<file path="config.mk">
export PLATFORM = sky130hd
export DESIGN_NAME = double_ulp_step_flat
export DESIGN_NICKNAME = d
export VERILOG_FILES = /design/src/hw/rtl/dus_pkg.sv /design/src/hw/rtl/dus_stream_if.sv /design/src/hw/rtl/dus_step.sv /design/src/hw/rtl/double_ulp_step.sv /design/src/flat_wrapper.sv
export SDC_FILE = /design/constraint.sdc
export NUM_CORES = 1
export LEC_CHECK = 0
export BUFFER_PORTS_ARGS = -buffer_cell sky130_fd_sc_hd__buf_2
export CAP_MARGIN = 10
export CORE_MARGIN = 4
export CORE_UTILIZATION = 33
export DETAILED_ROUTE_END_ITERATION = 8
export PLACE_DENSITY = 0.47
export SYNTH_ARGS = -nofsm -noshare
export SYNTH_HDL_FRONTEND = slang
export SYNTH_SLANG_ARGS = --single-unit
</file>
<file path="constraint.sdc">
create_clock -name clk -period 16 [get_ports clk]
set_input_delay 1.6 -clock clk [delete_from_list [all_inputs] [get_ports clk]]
set_output_delay 1.6 -clock clk [all_outputs]
set_load 0.005 [all_outputs]
</file>
<file path="src/hw/rtl/dus_pkg.sv">
// ----------------------------------------------------------------------------
// dus_pkg: shared types and constants for the double ULP stepper
// Holds the binary64 field constants and the payload structs that pass
// between the top level and the step datapath.
// ----------------------------------------------------------------------------
package dus_pkg;

	localparam int unsigned WordW = 64;
	localparam int unsigned MagW  = WordW - 1;

	// magnitude of +/- infinity; anything above it is a NaN
	localparam logic [MagW-1:0] InfMag = 63'h7ff0_0000_0000_0000;

	typedef struct packed {
		logic [WordW-1:0] value_bits;
		logic [WordW-1:0] step_count;
		logic             mode;
	} item_t;

	typedef struct packed {
		logic [WordW-1:0] result_bits;
		logic             saturated;
	} result_t;

endpackage

</file>
<file path="src/hw/rtl/dus_stream_if.sv">
// ----------------------------------------------------------------------------
// dus_stream_if: valid/ready channels of the double ULP stepper
// One interface for the operand channel, one for the result channel.
// ----------------------------------------------------------------------------
interface dus_item_if;
	logic                     valid;
	logic                     ready;
	logic [dus_pkg::WordW-1:0] value_bits;
	logic [dus_pkg::WordW-1:0] step_count;
	logic                     mode;

	modport source (output valid, output value_bits, output step_count, output mode,
		input ready);
	modport sink (input valid, input value_bits, input step_count, input mode,
		output ready);
endinterface

interface dus_result_if;
	logic                     valid;
	logic                     ready;
	logic [dus_pkg::WordW-1:0] result_bits;
	logic                     saturated;

	modport source (output valid, output result_bits, output saturated, input ready);
	modport sink (input valid, input result_bits, input saturated, output ready);
endinterface

</file>
<file path="src/hw/rtl/dus_step.sv">
// ----------------------------------------------------------------------------
// dus_step: one-pass ULP step datapath
// Treats the binary64 pattern as sign-magnitude and moves it up by the
// count; downward moves run with the sign flipped on both sides.
// ----------------------------------------------------------------------------
module dus_step (
	input  dus_pkg::item_t   item,
	output dus_pkg::result_t res
);

	localparam int unsigned W = dus_pkg::WordW;
	localparam int unsigned M = dus_pkg::MagW;

	logic [M-1:0] mag;
	logic         neg;
	logic [W-1:0] cnt;
	logic [W-1:0] room;
	logic [W-1:0] sum;
	logic [W-1:0] rise;
	logic [M-1:0] diff;
	logic         is_nan;
	logic         cnt_zero;
	logic [W-1:0] up_bits;
	logic         up_sat;

	assign mag      = item.value_bits[M-1:0];
	assign neg      = item.value_bits[W-1] ^ item.mode;
	assign cnt      = item.step_count;
	assign is_nan   = mag > dus_pkg::InfMag;
	assign cnt_zero = cnt == '0;

	assign room = {1'b0, dus_pkg::InfMag - mag};
	assign sum  = {1'b0, mag} + cnt;
	assign rise = cnt - {1'b0, mag};
	assign diff = mag - cnt[M-1:0];

	always_comb begin
		up_sat  = 1'b0;
		up_bits = {1'b0, dus_pkg::InfMag};
		if (!neg) begin
			if (cnt < room) begin
				up_bits = sum;
			end else begin
				up_sat = 1'b1;
			end
		end else if ({1'b0, mag} >= cnt) begin
			up_bits = {1'b1, diff};
		end else if (rise < {1'b0, dus_pkg::InfMag}) begin
			// crossed zero into the positive values
			up_bits = rise;
		end else begin
			up_sat = 1'b1;
		end
	end

	always_comb begin
		if (is_nan || cnt_zero) begin
			res.result_bits = item.value_bits;
			res.saturated   = 1'b0;
		end else begin
			res.result_bits = up_bits ^ {item.mode, {M{1'b0}}};
			res.saturated   = up_sat;
		end
	end

endmodule

</file>
<file path="src/hw/rtl/double_ulp_step.sv">
// ----------------------------------------------------------------------------
// double_ulp_step: move a binary64 value by N representable doubles
// Registered operand stage, single-pass step logic, registered result stage.
// ----------------------------------------------------------------------------
// One operand transaction is accepted per clock while the operand side is
// ready; it moves through the operand register, a single pass of 64-bit
// add/subtract/compare logic and the result register. Backpressure on the
// result channel stalls the result stage, and the operand stage once full;
// the operand side stays ready whenever either stage has room.
// NaN inputs and a zero count return the input unchanged; moves that reach
// the infinity of the direction clamp there and set saturated.
module double_ulp_step (
	input  logic         clk,
	input  logic         arst_n,
	dus_item_if.sink     operand,
	dus_result_if.source result
);

	dus_pkg::item_t   item_s1;
	logic             valid_s1;
	dus_pkg::result_t res_comb;
	dus_pkg::result_t res_s2;
	logic             valid_s2;
	logic             adv_s2;
	logic             adv_s1;

	assign adv_s2        = !valid_s2 || result.ready;
	assign adv_s1        = !valid_s1 || adv_s2;
	assign operand.ready = adv_s1;

	always_ff @(posedge clk or negedge arst_n) begin
		if (!arst_n) begin
			valid_s1 <= 1'b0;
			valid_s2 <= 1'b0;
		end else begin
			if (adv_s1) begin
				valid_s1 <= operand.valid;
			end
			if (adv_s2) begin
				valid_s2 <= valid_s1;
			end
		end
	end

	always_ff @(posedge clk) begin
		if (adv_s1 && operand.valid) begin
			item_s1.value_bits <= operand.value_bits;
			item_s1.step_count <= operand.step_count;
			item_s1.mode       <= operand.mode;
		end
		if (adv_s2 && valid_s1) begin
			res_s2 <= res_comb;
		end
	end

	dus_step u_step (
		.item (item_s1),
		.res  (res_comb)
	);

	assign result.valid       = valid_s2;
	assign result.result_bits = res_s2.result_bits;
	assign result.saturated   = res_s2.saturated;

endmodule

</file>
<file path="src/flat_wrapper.sv">
// flat-port wrapper written by rule: the top's interface ports become plain ports
module double_ulp_step_flat 
  (clk, arst_n, operand_valid, operand_value_bits, operand_step_count, operand_mode, operand_ready, result_valid, result_result_bits, result_saturated, result_ready);
  dus_item_if operand_i ();
  dus_result_if result_i ();
  input  logic clk;
  input  logic arst_n;
  input wire logic [$bits(operand_i.valid)-1:0] operand_valid;
  input wire logic [$bits(operand_i.value_bits)-1:0] operand_value_bits;
  input wire logic [$bits(operand_i.step_count)-1:0] operand_step_count;
  input wire logic [$bits(operand_i.mode)-1:0] operand_mode;
  output wire logic [$bits(operand_i.ready)-1:0] operand_ready;
  output wire logic [$bits(result_i.valid)-1:0] result_valid;
  output wire logic [$bits(result_i.result_bits)-1:0] result_result_bits;
  output wire logic [$bits(result_i.saturated)-1:0] result_saturated;
  input wire logic [$bits(result_i.ready)-1:0] result_ready;
  assign operand_i.valid = operand_valid;
  assign operand_i.value_bits = operand_value_bits;
  assign operand_i.step_count = operand_step_count;
  assign operand_i.mode = operand_mode;
  assign operand_ready = operand_i.ready;
  assign result_valid = result_i.valid;
  assign result_result_bits = result_i.result_bits;
  assign result_saturated = result_i.saturated;
  assign result_i.ready = result_ready;
  double_ulp_step u_core (.clk(clk), .arst_n(arst_n), .operand(operand_i), .result(result_i));
endmodule
</file>
==> implementation parameters, run 1 <==
Parameter                              Value

Run status
  Run status ... complete, no violations

Routing
  Final wirelength ... 98.4 mm
  Routed length per instance ... 26.6 um
  Iteration-0 DRC count of the detailed router ... ~2,300
  Number of design rule violations left after detail routing ... 0
  Detailed-router iteration count before antenna repair ... 5
  Via count ... 22,500
  Detail-routed via count per cell ... 6.10
  Number of antenna-violating nets in the routed design ... 0

Logic synthesis
  Cell with the most instances after synthesis ... a21oi_1
  Synth warn ... 0
  Unique masters post-synth ... 95
  Post-synthesis sequential area ratio ... 26.7%
  Synthesized net count ... 3,092
  Area share of the largest cell type after synthesis ... around a quarter
  Top cell type by total area after synthesis ... edfxtp_1
  Mean area per synthesized cell ... 8.13 um^2
  Synth async-reset ratio ... 1.02%
  Number of instances in the synthesized netlist ... about 2,700
  Cell area after synthesis ... about 22,000 um^2
  Leading cell types by count after synthesis ... a21oi_1, ha_1, nor2_1
  Area contributors post-synth ... edfxtp_1, ha_1, a21oi_1, xnor2_1, o21ai_0
  Post-synthesis sequential element count ... about 200
  Count of flip-flops with a built-in enable after synthesis ... 194
  Most frequently used flop master after synthesis ... edfxtp_1

Floorplan
  Row count ... 94
  Initial cell density of the core ... 33.4%
  Die Footprint ... 70,900 um^2
  Number of I/O pins ... 200
  Std-Cell Core Area ... 66,000 um^2
  Chip Height ... 266 um
  Die span in x ... 266 um

CTS
  TritonCTS clock tree ... done
  Max Root-Sink Buffers ... 2
  Cell chosen for the clock root ... clkbuf_16
  Number of buffers added for setup after CTS ... 0
  Number of sinks handled by clock tree synthesis ... 196
  Resize count post-CTS ... 0
  Number of clock buffers inserted by TritonCTS ... 17
  Post-cts hold buffer count ... 0
  CTS clock-pin slew for the worst setup and hold paths ... 0.08 ns
  Number of levels in the clock H-tree ... 4
  Skew-Pair Late Insertion Delay ... roughly 0.53 ns

Timing
  Setup violation total in the final timing report ... 0
  Crit share post-route ... 49.6%
  Final count of pins violating max slew ... 0
  Final critical path time including I/O delays and setup ... 7.94 ns
  Unrepaired setup endpoints after global routing ... false
  Worst-case setup margin in the final layout ... around 8.1 ns
  Slew @ Worst Pin ... 1.16 ns
  Setup TNS Final ... 0 ns
  Final-report hold violation count ... 0
  Worst hold slack ... around 0.52 ns
  Maximum achievable frequency ... 126 MHz
  Max-slew headroom ... around 22%
  Final clock skew ... between 0.015 and 0.02 ns

Critical path
  Worst endpoint data arrival time ... 8.31 ns
  Category of cells accounting for the largest share of critical-path delay ... simple AND/OR/NAND/NOR gates
  Buffers and inverters on the worst path ... 1
  Launch point of the worst path ... u_core.item_s1[72]
  Critical Path Fanout Max ... 51
  R2R Path Start ... u_core.item_s1[72]
  Critical Path Sink Type ... flop
  FF-to-FF setup slack ... 8.06 ns
  Sort of element at the start of the critical path ... flop
  FF-to-FF End ... u_core.result.result_bits[11]
  Number of cells traversed by the worst register-to-register path ... 24
  Worst-path cell chain ... nor3_1, nand4_1, nand2b_1, or3_1, or3_1, nor4_4, nand3_1, nor2_1, nor2_1, xnor2_1, ha_1, a21o_1, a21o_1, a21o_1, a211oi_1, o21a_1, o221a_2, o31ai_1, nor2_4, buf_4, a211o_1, nand2_1, a221oi_1, a2bb2oi_1
  Most Frequent Cell on Critical Path ... a21o_1
  Worst EP required ... 16.36 ns
  Critical setup path kind ... reg2reg
  Slowest stage cell on the critical path ... buf_4
  Slowest stage delay, CP ... 0.69 ns

Global route
  Congestion Overflow GR ... 0
  Via count of the first global-routing pass ... 21,900
  Antenna violations before repair ... 2
  Total global-route track usage ... a little over a quarter
  Pin count of the biggest net entering global routing ... 64
  Global-route wire length before repair ... approximately 140 mm

Placement
  Weighted congestion reported at the end of routability-driven placement ... 0.954
  Placed instance count ... 3,659
  Worst-case setup slack after placement ... a little over 8 ns
  Number of buffer cells added on primary ports ... 199
  Post-DP HPWL ... approximately 76 mm

Cells and area
  Share of cells above drive strength 1 ... 11.0%
  Area added between synthesis and finish ... 10.7%
  Number of standard cells in the final layout excluding fillers ... 3,691
  Layout net count ... between 3,000 and 4,000
  ANT cells ... 0
  Fillers ... 6,969

Power
  Cell area power density ... roughly 85 nW/um^2
  Worst VDD drop ... 0.0486 mV
  P_leak ... 9.66 nW
  Total power consumption of the routed design ... 2.07 mW

Min path
  Startpoint of the worst hold path ... u_core.valid_s1
  Path type of the worst min-delay path ... reg2reg
  Cell count of the worst hold path ... 1
  Worst Hold End ... u_core.result.valid

Job
  Number of max-capacitance violations reported ... 0
state kept, by name, indices dropped and copies added (netlist names):
name and count:
u_core.result.result_bits 64, u_core.valid_s1 1, u_core.result.valid 1, u_core.result.saturated 1, u_core.item_s1 129
power breakdown:
part / switching [mW] / leakage, nW / internal (mW) / total, mW
sequential: 0.0551 / 1.89 / 0.633 / 0.688
combinational: 0.571 / 7.46 / 0.294 / 0.865
clock: 0.231 / 0.314 / 0.286 / 0.517
final cells by class:
type | instances | area, um^2 | share of cell area [%]
sequential | 196 | 5880 | 24.1
timing repair buffer | 221 | 1160 | 4.77
inverter | 200 | 751 | 3.08
clock inverter | 11 | 196 | 0.807
multi-input combinational | 2178 | 14800 | 60.9
tap | 864 | 1080 | 4.44
clock buffer | 21 | 460 | 1.89
layout by cell type, fill, tap and decap left out, drive strengths merged, types with 11 or more instances in the layout:
master	n
o21a	20
nor2	237
ha	251
nor3	63
a22oi	12
o211ai	21
xnor2	130
o21ai	209
nand2	175
or4	11
nor2b	25
nand4	67
a31oi	38
inv	202
a21o	48
and2	17
buf	221
a2bb2oi	12
nand3	51
o21bai	48
o221a	15
o31ai	34
o22ai	16
and4	13
a21oi	314
edfxtp	194
and3	15
a221oi	32
a221o	23
nand2b	17
a211oi	33
nor4	59
or3	24
clkbuf	21
o221ai	19
worst max-delay path by stage:
stage                     cells after the start  slack [ns]                       endpoint
after floorplan                              24       10.09  u_core.result.result_bits[56]
after global placement                       23        8.34  u_core.result.result_bits[39]
after detailed placement                     23        8.15  u_core.result.result_bits[39]
after CTS                                    22        8.10  u_core.result.result_bits[39]
after global routing                         23        7.65  u_core.result.result_bits[39]
final                                        24        8.06  u_core.result.result_bits[11]
per-layer routing:
metal / global-route usage, % / wire length (um)
met1: 36.9 / 43700
met2: 43.0 / 44800
met3: 4.43 / 6830
met4: 8.31 / 3020
met5: 0 / 16
metrics by stage:
stage / util, % / cell area (um^2)
6_report: 36.9 / 24400
5_1_grt: 36.9 / 24400
4_1_cts: 36.9 / 24400
3_5_place_dp: 35.9 / 23700
3_3_place_gp: 35.9 / 23700
2_1_floorplan: - / 22000
kinds of logic (layout without fill, tap and decap cells):
family / count (synthesis) / in the layout / synth area share [%]
flops: 196 / 196 / 26.7
simple gates: 804 / 804 / 18.2
buf+inv: 331 / 453 / 6.12
fa+ha+maj: 254 / 254 / 14.5
xor+xnor: 136 / 136 / 5.41
compound gates: 976 / 976 / 28.6
mux: 8 / 8 / 0.370
Note: power is estimated with default switching activity, not from simulation.
==> run 2: changes to the inputs <==
--- a/config.mk
+++ b/config.mk
@@ -10,7 +10,7 @@
 export CORE_MARGIN = 4
 export CORE_UTILIZATION = 33
 export DETAILED_ROUTE_END_ITERATION = 8
-export PLACE_DENSITY = 0.47
+export PLACE_DENSITY = 0.49
 export SYNTH_ARGS = -nofsm -noshare
 export SYNTH_HDL_FRONTEND = slang
 export SYNTH_SLANG_ARGS = --single-unit
==> constraint.sdc (replaced) <==
create_clock -name clk -period 6.8 [get_ports clk]
set_input_delay 0.68 -clock clk [delete_from_list [all_inputs] [get_ports clk]]
set_output_delay 0.68 -clock clk [all_outputs]
set_load 0.005 [all_outputs]
==> run 2 against run 1 <==
Effect of this change: utilization up 0.90 points; clock skew barely moved; critical path depth grew 1; sequential share of layout area fell by 0.57 points; combinational power grew 150%; final area is 2.4% higher; via count rose by 1.6%; maximum frequency grew 23%; flip-flop and latch count unchanged; hold slack got worse by 0.19 ns; non-clock buffer count increased by 71; first-iteration DRC count grew 5.0%; critical path type unchanged; highest routed layer is now met4.
==> implementation parameters, run 2 (synthesis gave the netlist of run 1 again) <==
Parameter                              Value

Run status
  Run status ... complete, no violations

Global route
  Total global-route track usage ... 27.3% (+0.62 points)
  Met1 global-route usage ... 38.3% (+1.4 points)
  Pin count of the biggest net entering global routing ... 65 (+1.6%)
  Most crowded layer after global routing ... met2
  Congestion Overflow GR ... 0 (unchanged)
  Antenna violations before repair ... 1 (-1)
  Global routing met3 resource utilization ... 3.76% (-0.67 points)
  Global-route wire length before repair ... 147 mm (+2.4%)
  Met2 track demand over resource in global routing ... 44.5% (+1.6 points)
  Via count of the first global-routing pass ... 22,200 (+1.3%)

Timing
  Unrepaired setup endpoints after global routing ... false
  Max-slew headroom ... 19.3% (-2.9 points)
  Setup TNS Final ... 0 ns (unchanged)
  Slew @ Worst Pin ... 1.20 ns (+0.0425 ns)
  Final critical path time including I/O delays and setup ... 6.45 ns (-1.50 ns)
  Setup violation total in the final timing report ... 0 (unchanged)
  Crit share post-route ... 94.8% (+45 points)
  Final clock skew ... 0.0189 ns (-0.000302 ns)
  Maximum achievable frequency ... 155 MHz (+23%)
  Worst-case setup margin in the final layout ... 0.355 ns (-7.70 ns)
  Final count of pins violating max slew ... 0 (unchanged)
  Final-report hold violation count ... 0 (unchanged)

Placement
  Worst-case setup slack after placement ... 0.213 ns (-7.94 ns)
  Placed inst area ... 24,300 um^2 (+2.7%)
  Weighted congestion reported at the end of routability-driven placement ... 0.939 (-1.6%)
  Number of buffer cells added on primary ports ... 199 (unchanged)
  Post-DP HPWL ... 79.9 mm (+4.5%)
  Placed instance count ... 3,726 (+1.8%)

Floorplan
  Die span in x ... 266 um (unchanged)
  Number of I/O pins ... 200 (unchanged)
  Std-Cell Core Area ... 66,000 um^2 (unchanged)
  Row count ... 94 (unchanged)
  Chip Height ... 266 um (unchanged)
  Die Footprint ... 70,900 um^2 (unchanged)
  Initial cell density of the core ... 33.4% (unchanged)

Power
  P_leak ... 10.0 nW (+3.4%)
  Cell area power density ... 192 nW/um^2 (+130%)
  Worst VDD drop ... 0.113 mV (+130%)
  Clk pwr share ... 22.0% (-3.0 points)
  Sequential fraction of design power ... 33.6% (+0.4 points)
  Switching component of the power ... 2.02 mW (+140%)
  P_int ... 2.77 mW (+130%)
  Logic gate share of total power ... 44.4% (+2.6 points)
  Sw Ratio ... 42.2% (+0.81 points)

CTS
  Number of sinks handled by clock tree synthesis ... 196 (unchanged)
  Number of clock buffers inserted by TritonCTS ... 17 (unchanged)
  Max Root-Sink Buffers ... 2 (unchanged)
  Number of levels in the clock H-tree ... 4 (unchanged)
  Skew-Pair Late Insertion Delay ... 0.51 ns (-0.02 ns)
  Cell chosen for the clock root ... clkbuf_16
  CTS clock-pin slew for the worst setup and hold paths ... 0.09 ns (about the same)
  TritonCTS clock tree ... done

Job
  Number of max-capacitance violations reported ... 0 (unchanged)

Critical path
  Category of cells accounting for the largest share of critical-path delay ... simple AND/OR/NAND/NOR gates
  Critical Path Sink Type ... flop
  Slowest stage delay, CP ... 0.55 ns (-0.14 ns)
  Sort of element at the start of the critical path ... flop
  Critical setup path kind ... reg2reg
  Number of cells traversed by the worst register-to-register path ... 25 (+4.2%)
  Worst endpoint data arrival time ... 6.81 ns (-1.50 ns)
  Worst EP required ... 7.16 ns (-9.20 ns)
  Number of stages on the worst setup path ... 25 (+4.2%)
  Slowest stage cell on the critical path ... or4_1
  Critical Path Fanout Max ... 7 (-86%)
  Buffers and inverters on the worst path ... 4 (+3)

Cells and area
  Most frequent standard cell in the layout excluding fill and tap cells ... a21oi_1
  Register with the highest flop count ... u_core.item_s1
  Area added between synthesis and finish ... 13.4%
  Flip-flop count of the largest register after layout ... 129 (unchanged)
  Number of standard cells in the final layout excluding fillers ... 3,764 (+2.0%)
  Share of cells above drive strength 1 ... 13.2% (+2.2 points)
  Layout net count ... 3,273 (+2.2%)
  Commonest non-fill, non-tap cells in the layout ... a21oi_1, ha_1, nor2_1
  Finished Cell Area ... 24,900 um^2 (+2.4%)

Routing
  Detail-routed via count per cell ... 6.08 (-0.33%)
  Via count ... 22,900 (+1.6%)
  Number of design rule violations left after detail routing ... 0 (unchanged)
  Routed length per instance ... 26.7 um (+0.21%)
  Final wirelength ... 101 mm (+2.2%)
  Number of antenna-violating nets in the routed design ... 0 (unchanged)
  Iteration-0 DRC count of the detailed router ... 2,458 (+5.0%)
  Detailed-router iteration count before antenna repair ... 5 (unchanged)

Min path
  Path type of the worst min-delay path ... in2reg
  Cell count of the worst hold path ... 1 (unchanged)
==> run 2: final timing paths <==
path	startpoint	endpoint	slack [ns]
hold reg to reg	u_core.valid_s1	u_core.result.valid	0.52
min in group asynchronous	arst_n	u_core.result.valid	0.49
setup reg to reg	u_core.item_s1[66]	u_core.result.result_bits[11]	0.35
hold / removal	operand_value_bits[18]	u_core.item_s1[83]	0.33
max in group asynchronous	arst_n	u_core.valid_s1	6.22
setup / recovery	u_core.item_s1[66]	u_core.result.result_bits[11]	0.35
==> run 2: per-layer routing <==
metal | routed length [um] | vias to the layer above | part of all wire (%)
li1 | - | 10500 | -
met1 | 45100 | 11300 | 45
met2 | 46400 | 991 | 46
met3 | 6560 | 133 | 6.5
met4 | 2420 | 0 | 2.4
met5 | 0 | - | 0
==> run 2: cell type report <==
type / instances / area [um^2]
fill: 6909 / 41000
clock inverter: 8 / 76.3
tap: 864 / 1080
clock buffer: 24 / 482
timing repair buffer: 292 / 1830
sequential: 196 / 5880
multi-input combinational: 2179 / 14800
inverter: 200 / 751
antenna: 1 / 2.50
==> run 2: repair_timing <==
item / 4_1_cts / 5_1_grt
hold buffers: 1 / 0
endpoints found under the setup margin: 0 / 34
hold endpoints to repair: 2 / 0
buffers inserted: 0 / 3
gates resized for setup: 0 / 4
==> run 2: power by group through the flow <==
stage	registers [mW]	clock network (mW)	logic, mW
global placement	1.64	0	2.06
finish	1.61	1.05	2.13
global route	1.62	1.12	2.29
detailed placement	1.63	0	2.07
floorplan	1.60	0	1.31
CTS	1.61	1.09	2.08
==> run 2: through the flow <==
step | hold WS (ns) | power [mW] | util [%]
after floorplan | 0.384 | 2.91 | -
final | 0.333 | 4.79 | 37.8
after global placement | 0.464 | 3.70 | 36.9
after detailed placement | 0.469 | 3.70 | 36.9
after global routing | 0.313 | 5.03 | 37.8
after CTS | 0.302 | 4.77 | 37.7
==> run 3: changes to the inputs <==
--- a/config.mk
+++ b/config.mk
@@ -7,10 +7,12 @@
 export LEC_CHECK = 0
 export BUFFER_PORTS_ARGS = -buffer_cell sky130_fd_sc_hd__buf_2
 export CAP_MARGIN = 10
+export CELL_PAD_IN_SITES_DETAIL_PLACEMENT = 0
+export CELL_PAD_IN_SITES_GLOBAL_PLACEMENT = 1
 export CORE_MARGIN = 4
-export CORE_UTILIZATION = 33
+export CORE_UTILIZATION = 42
 export DETAILED_ROUTE_END_ITERATION = 8
-export PLACE_DENSITY = 0.49
+export PLACE_DENSITY = 0.77
 export SYNTH_ARGS = -nofsm -noshare
 export SYNTH_HDL_FRONTEND = slang
 export SYNTH_SLANG_ARGS = --single-unit
==> run 3 against run 2 <==
Effect of this change: combinational power barely moved; maximum frequency about the same; final area is 1.2% lower; critical path type unchanged; largest cell class unchanged.
==> implementation parameters, run 3 (synthesis gave the netlist of run 1 again) <==
Parameter                              Value

Critical path
  Sort of element at the start of the critical path ... flop
  R2R Path Start ... u_core.item_s1[70]
  Critical setup path kind ... reg2reg
  Number of cells traversed by the worst register-to-register path ... 26 (+4.0%)
  FF-to-FF setup slack ... 0.36 ns (about the same)
  Worst endpoint data arrival time ... 6.68 ns (-0.13 ns)
  FF-to-FF End ... u_core.result.result_bits[29]
  Worst EP required ... 7.04 ns (-0.12 ns)
  Critical Path Fanout Max ... 20 (+13)
  Critical Path Sink Type ... flop

Run status
  Run status ... complete, no violations

Floorplan
  Row count ... 83 (-12%)
  Die span in x ... 237 um (-11%)
  Chip Height ... 237 um (-11%)
  Std-Cell Core Area ... 51,600 um^2 (-22%)
  Initial cell density of the core ... 42.6% (+9.3 points)
  Die Footprint ... 56,100 um^2 (-21%)
  Number of I/O pins ... 200 (unchanged)

CTS
  Number of levels in the clock H-tree ... 4 (unchanged)
  Number of sinks handled by clock tree synthesis ... 196 (unchanged)
  Number of buffers added for setup after CTS ... 0 (unchanged)
  Number of clock buffers inserted by TritonCTS ... 17 (unchanged)
  Max Root-Sink Buffers ... 2 (unchanged)
  Cell chosen for the clock root ... clkbuf_16
  TritonCTS clock tree ... done
  CTS clock-pin slew for the worst setup and hold paths ... 0.09 ns (about the same)
  Skew-Pair Late Insertion Delay ... 0.53 ns (+0.02 ns)

Cells and area
  Most frequent standard cell in the layout excluding fill and tap cells ... a21oi_1
  Area added between synthesis and finish ... 12.0%
  Finished Cell Area ... 24,600 um^2 (-1.2%)
  Layout net count ... 3,267 (-0.18%)
  Final core utilization ... 47.8% (+9.9 points)
  Share of cells above drive strength 1 ... 13.0% (-0.18 points)
  Register with the highest flop count ... u_core.item_s1
  Flip-flop count of the largest register after layout ... 129 (unchanged)
  Commonest non-fill, non-tap cells in the layout ... a21oi_1, ha_1, nor2_1
  ANT cells ... 0 (-1)

Min path
  Startpoint of the worst hold path ... operand_step_count[50]
  Path type of the worst min-delay path ... in2reg
  Cell count of the worst hold path ... 1 (unchanged)
  Worst Hold End ... u_core.item_s1[51]

Global route
  Total global-route track usage ... 33.7% (+6.3 points)
  Antenna violations before repair ... 2 (+1)
  Pin count of the biggest net entering global routing ... 57 (-12%)
  Congestion Overflow GR ... 0 (unchanged)
  Via count of the first global-routing pass ... 22,000 (-0.59%)
  Global-route wire length before repair ... 145 mm (-1.4%)

Routing
  Number of design rule violations left after detail routing ... 0 (unchanged)
  Detailed-router iteration count before antenna repair ... 6 (+1)
  Number of antenna-violating nets in the routed design ... 0 (unchanged)
  Detail-routed via count per cell ... 6.47 (+6.3%)
  Routed length per instance ... 27.6 um (+3.2%)
  Via count ... 23,100 (+0.93%)
  Iteration-0 DRC count of the detailed router ... 2,650 (+7.8%)
  Final wirelength ... 98.5 mm (-2.0%)

Power
  P_int ... 2.79 mW (+0.99%)
  Sw Ratio ... 42.5% (+0.30 points)
  Cell area power density ... 197 nW/um^2 (+2.8%)
  Worst VDD drop ... 0.224 mV (+98%)
  Sequential fraction of design power ... 33.2% (-0.4 points)
  Clk pwr share ... 23.5% (+1.5 points)
  Total power consumption of the routed design ... 4.86 mW (+1.5%)
  Switching component of the power ... 2.07 mW (+2.3%)
  P_leak ... 9.98 nW (-0.20%)
  Logic gate share of total power ... 43.3% (-1.1 points)

Timing
  Final critical path time including I/O delays and setup ... 6.44 ns (-0.00115 ns)
  Crit share post-route ... 94.8% (about the same)
  Final count of pins violating max slew ... 0 (unchanged)
  Max-slew headroom ... 29.2% (+9.9 points)
  Final-report hold violation count ... 0 (unchanged)
  Worst-case setup margin in the final layout ... 0.356 ns (+0.00115 ns)
  Final clock skew ... 0.0190 ns (+0.0000661 ns)
  Setup violation total in the final timing report ... 0 (unchanged)
  Maximum achievable frequency ... 155 MHz (about the same)
  Setup TNS Final ... 0 ns (unchanged)
  Slew @ Worst Pin ... 1.05 ns (-0.147 ns)
  Unrepaired setup endpoints after global routing ... false

Job
  Number of max-capacitance violations reported ... 0 (unchanged)

Placement
  Weighted congestion reported at the end of routability-driven placement ... 0.961 (+2.3%)
  Post-DP HPWL ... 78.5 mm (-1.7%)
  Placed inst area ... 24,000 um^2 (-1.3%)
  Worst-case setup slack after placement ... 0.425 ns (+0.212 ns)
  Number of buffer cells added on primary ports ... 199 (unchanged)
run 3: cell types whose count changed in the layout (fill, tap and decap cells not counted), moves of 2 or more:
| cell | delta |
|---|---|
| buf_12 | -6 |
| inv_6 | +5 |
| clkbuf_1 | -4 |
| inv_8 | +4 |
| clkinv_2 | -3 |
| clkbuf_8 | -2 |
| clkinvlp_4 | -2 |
run 3: critical path, stage by stage (launching register included):
cell and delay, ns:
edfxtp_1 0.49, nor3_1 0.46, nand4_1 0.24, nand2b_1 0.32
or3_1 0.46, or3_1 0.40, nor4_4 0.14, buf_4 0.20
nand3_1 0.16, nor2_2 0.22, buf_4 0.19, nand3_1 0.10
nand2_1 0.12, xnor2_1 0.07, ha_1 0.30, nand4b_1 0.20
nor2_1 0.20, o21ai_0 0.12, or2_2 0.33, o221a_2 0.24
o31a_1 0.14, nand2_2 0.11, buf_4 0.35, o221a_2 0.26
o21ai_0 0.08, a21oi_1 0.16, a21oi_1 0.06
run 3: power groups by stage:
stage	clock, mW	combinational (mW)	sequential [mW]
6_report	1.14	2.10	1.61
5_1_grt	1.21	2.25	1.62
4_1_cts	1.17	2.04	1.61
3_5_place_dp	0	2.03	1.64
3_3_place_gp	0	2.02	1.64
2_1_floorplan	0	1.31	1.60
run 3: routing by layer:
layer  vias to the layer above  share of wire, %  global-route usage, %
met4                         0               2.6                   9.64
met5                         -                 0                      0
met2                      1159                45                   53.3
li1                      10500                 -                      -
met1                     11300                44                   47.4
met3                       126               8.0                   5.61
run 3: cell type report:
| cell class | count | area, um^2 |
|---|---|---|
| clock buffer | 18 | 439 |
| clock inverter | 14 | 181 |
| fill | 5191 | 27000 |
| inverter | 200 | 751 |
| multi-input combinational | 2179 | 14800 |
| sequential | 196 | 5880 |
| tap | 680 | 851 |
| timing repair buffer | 286 | 1710 |
run 3: per-stage QoR:
step,hold slack (ns),cells
after floorplan,0.384,2705
after global placement,0.465,3539
after detailed placement,0.468,3539
after CTS,0.291,3572
after global routing,0.313,3573
final,0.328,3573
run 3: worst max path at each step:
stage	start	end	slack, ns
floorplan	u_core.item_s1[73]	u_core.result.result_bits[56]	0.89
global placement	u_core.item_s1[70]	u_core.result.result_bits[28]	0.47
detailed placement	u_core.item_s1[70]	u_core.result.result_bits[11]	0.42
CTS	u_core.item_s1[72]	u_core.result.result_bits[11]	0.37
global route	u_core.item_s1[76]	u_core.result.result_bits[56]	0.005
finish	u_core.item_s1[70]	u_core.result.result_bits[29]	0.36
run 3: repair_timing:
| action | 4_1_cts | 5_1_grt |
|---|---|---|
| gates resized for setup | 0 | 3 |
| endpoints found under the hold margin | 2 | 0 |
| endpoints found under the setup margin | 0 | 2 |
| hold buffers | 1 | 0 |
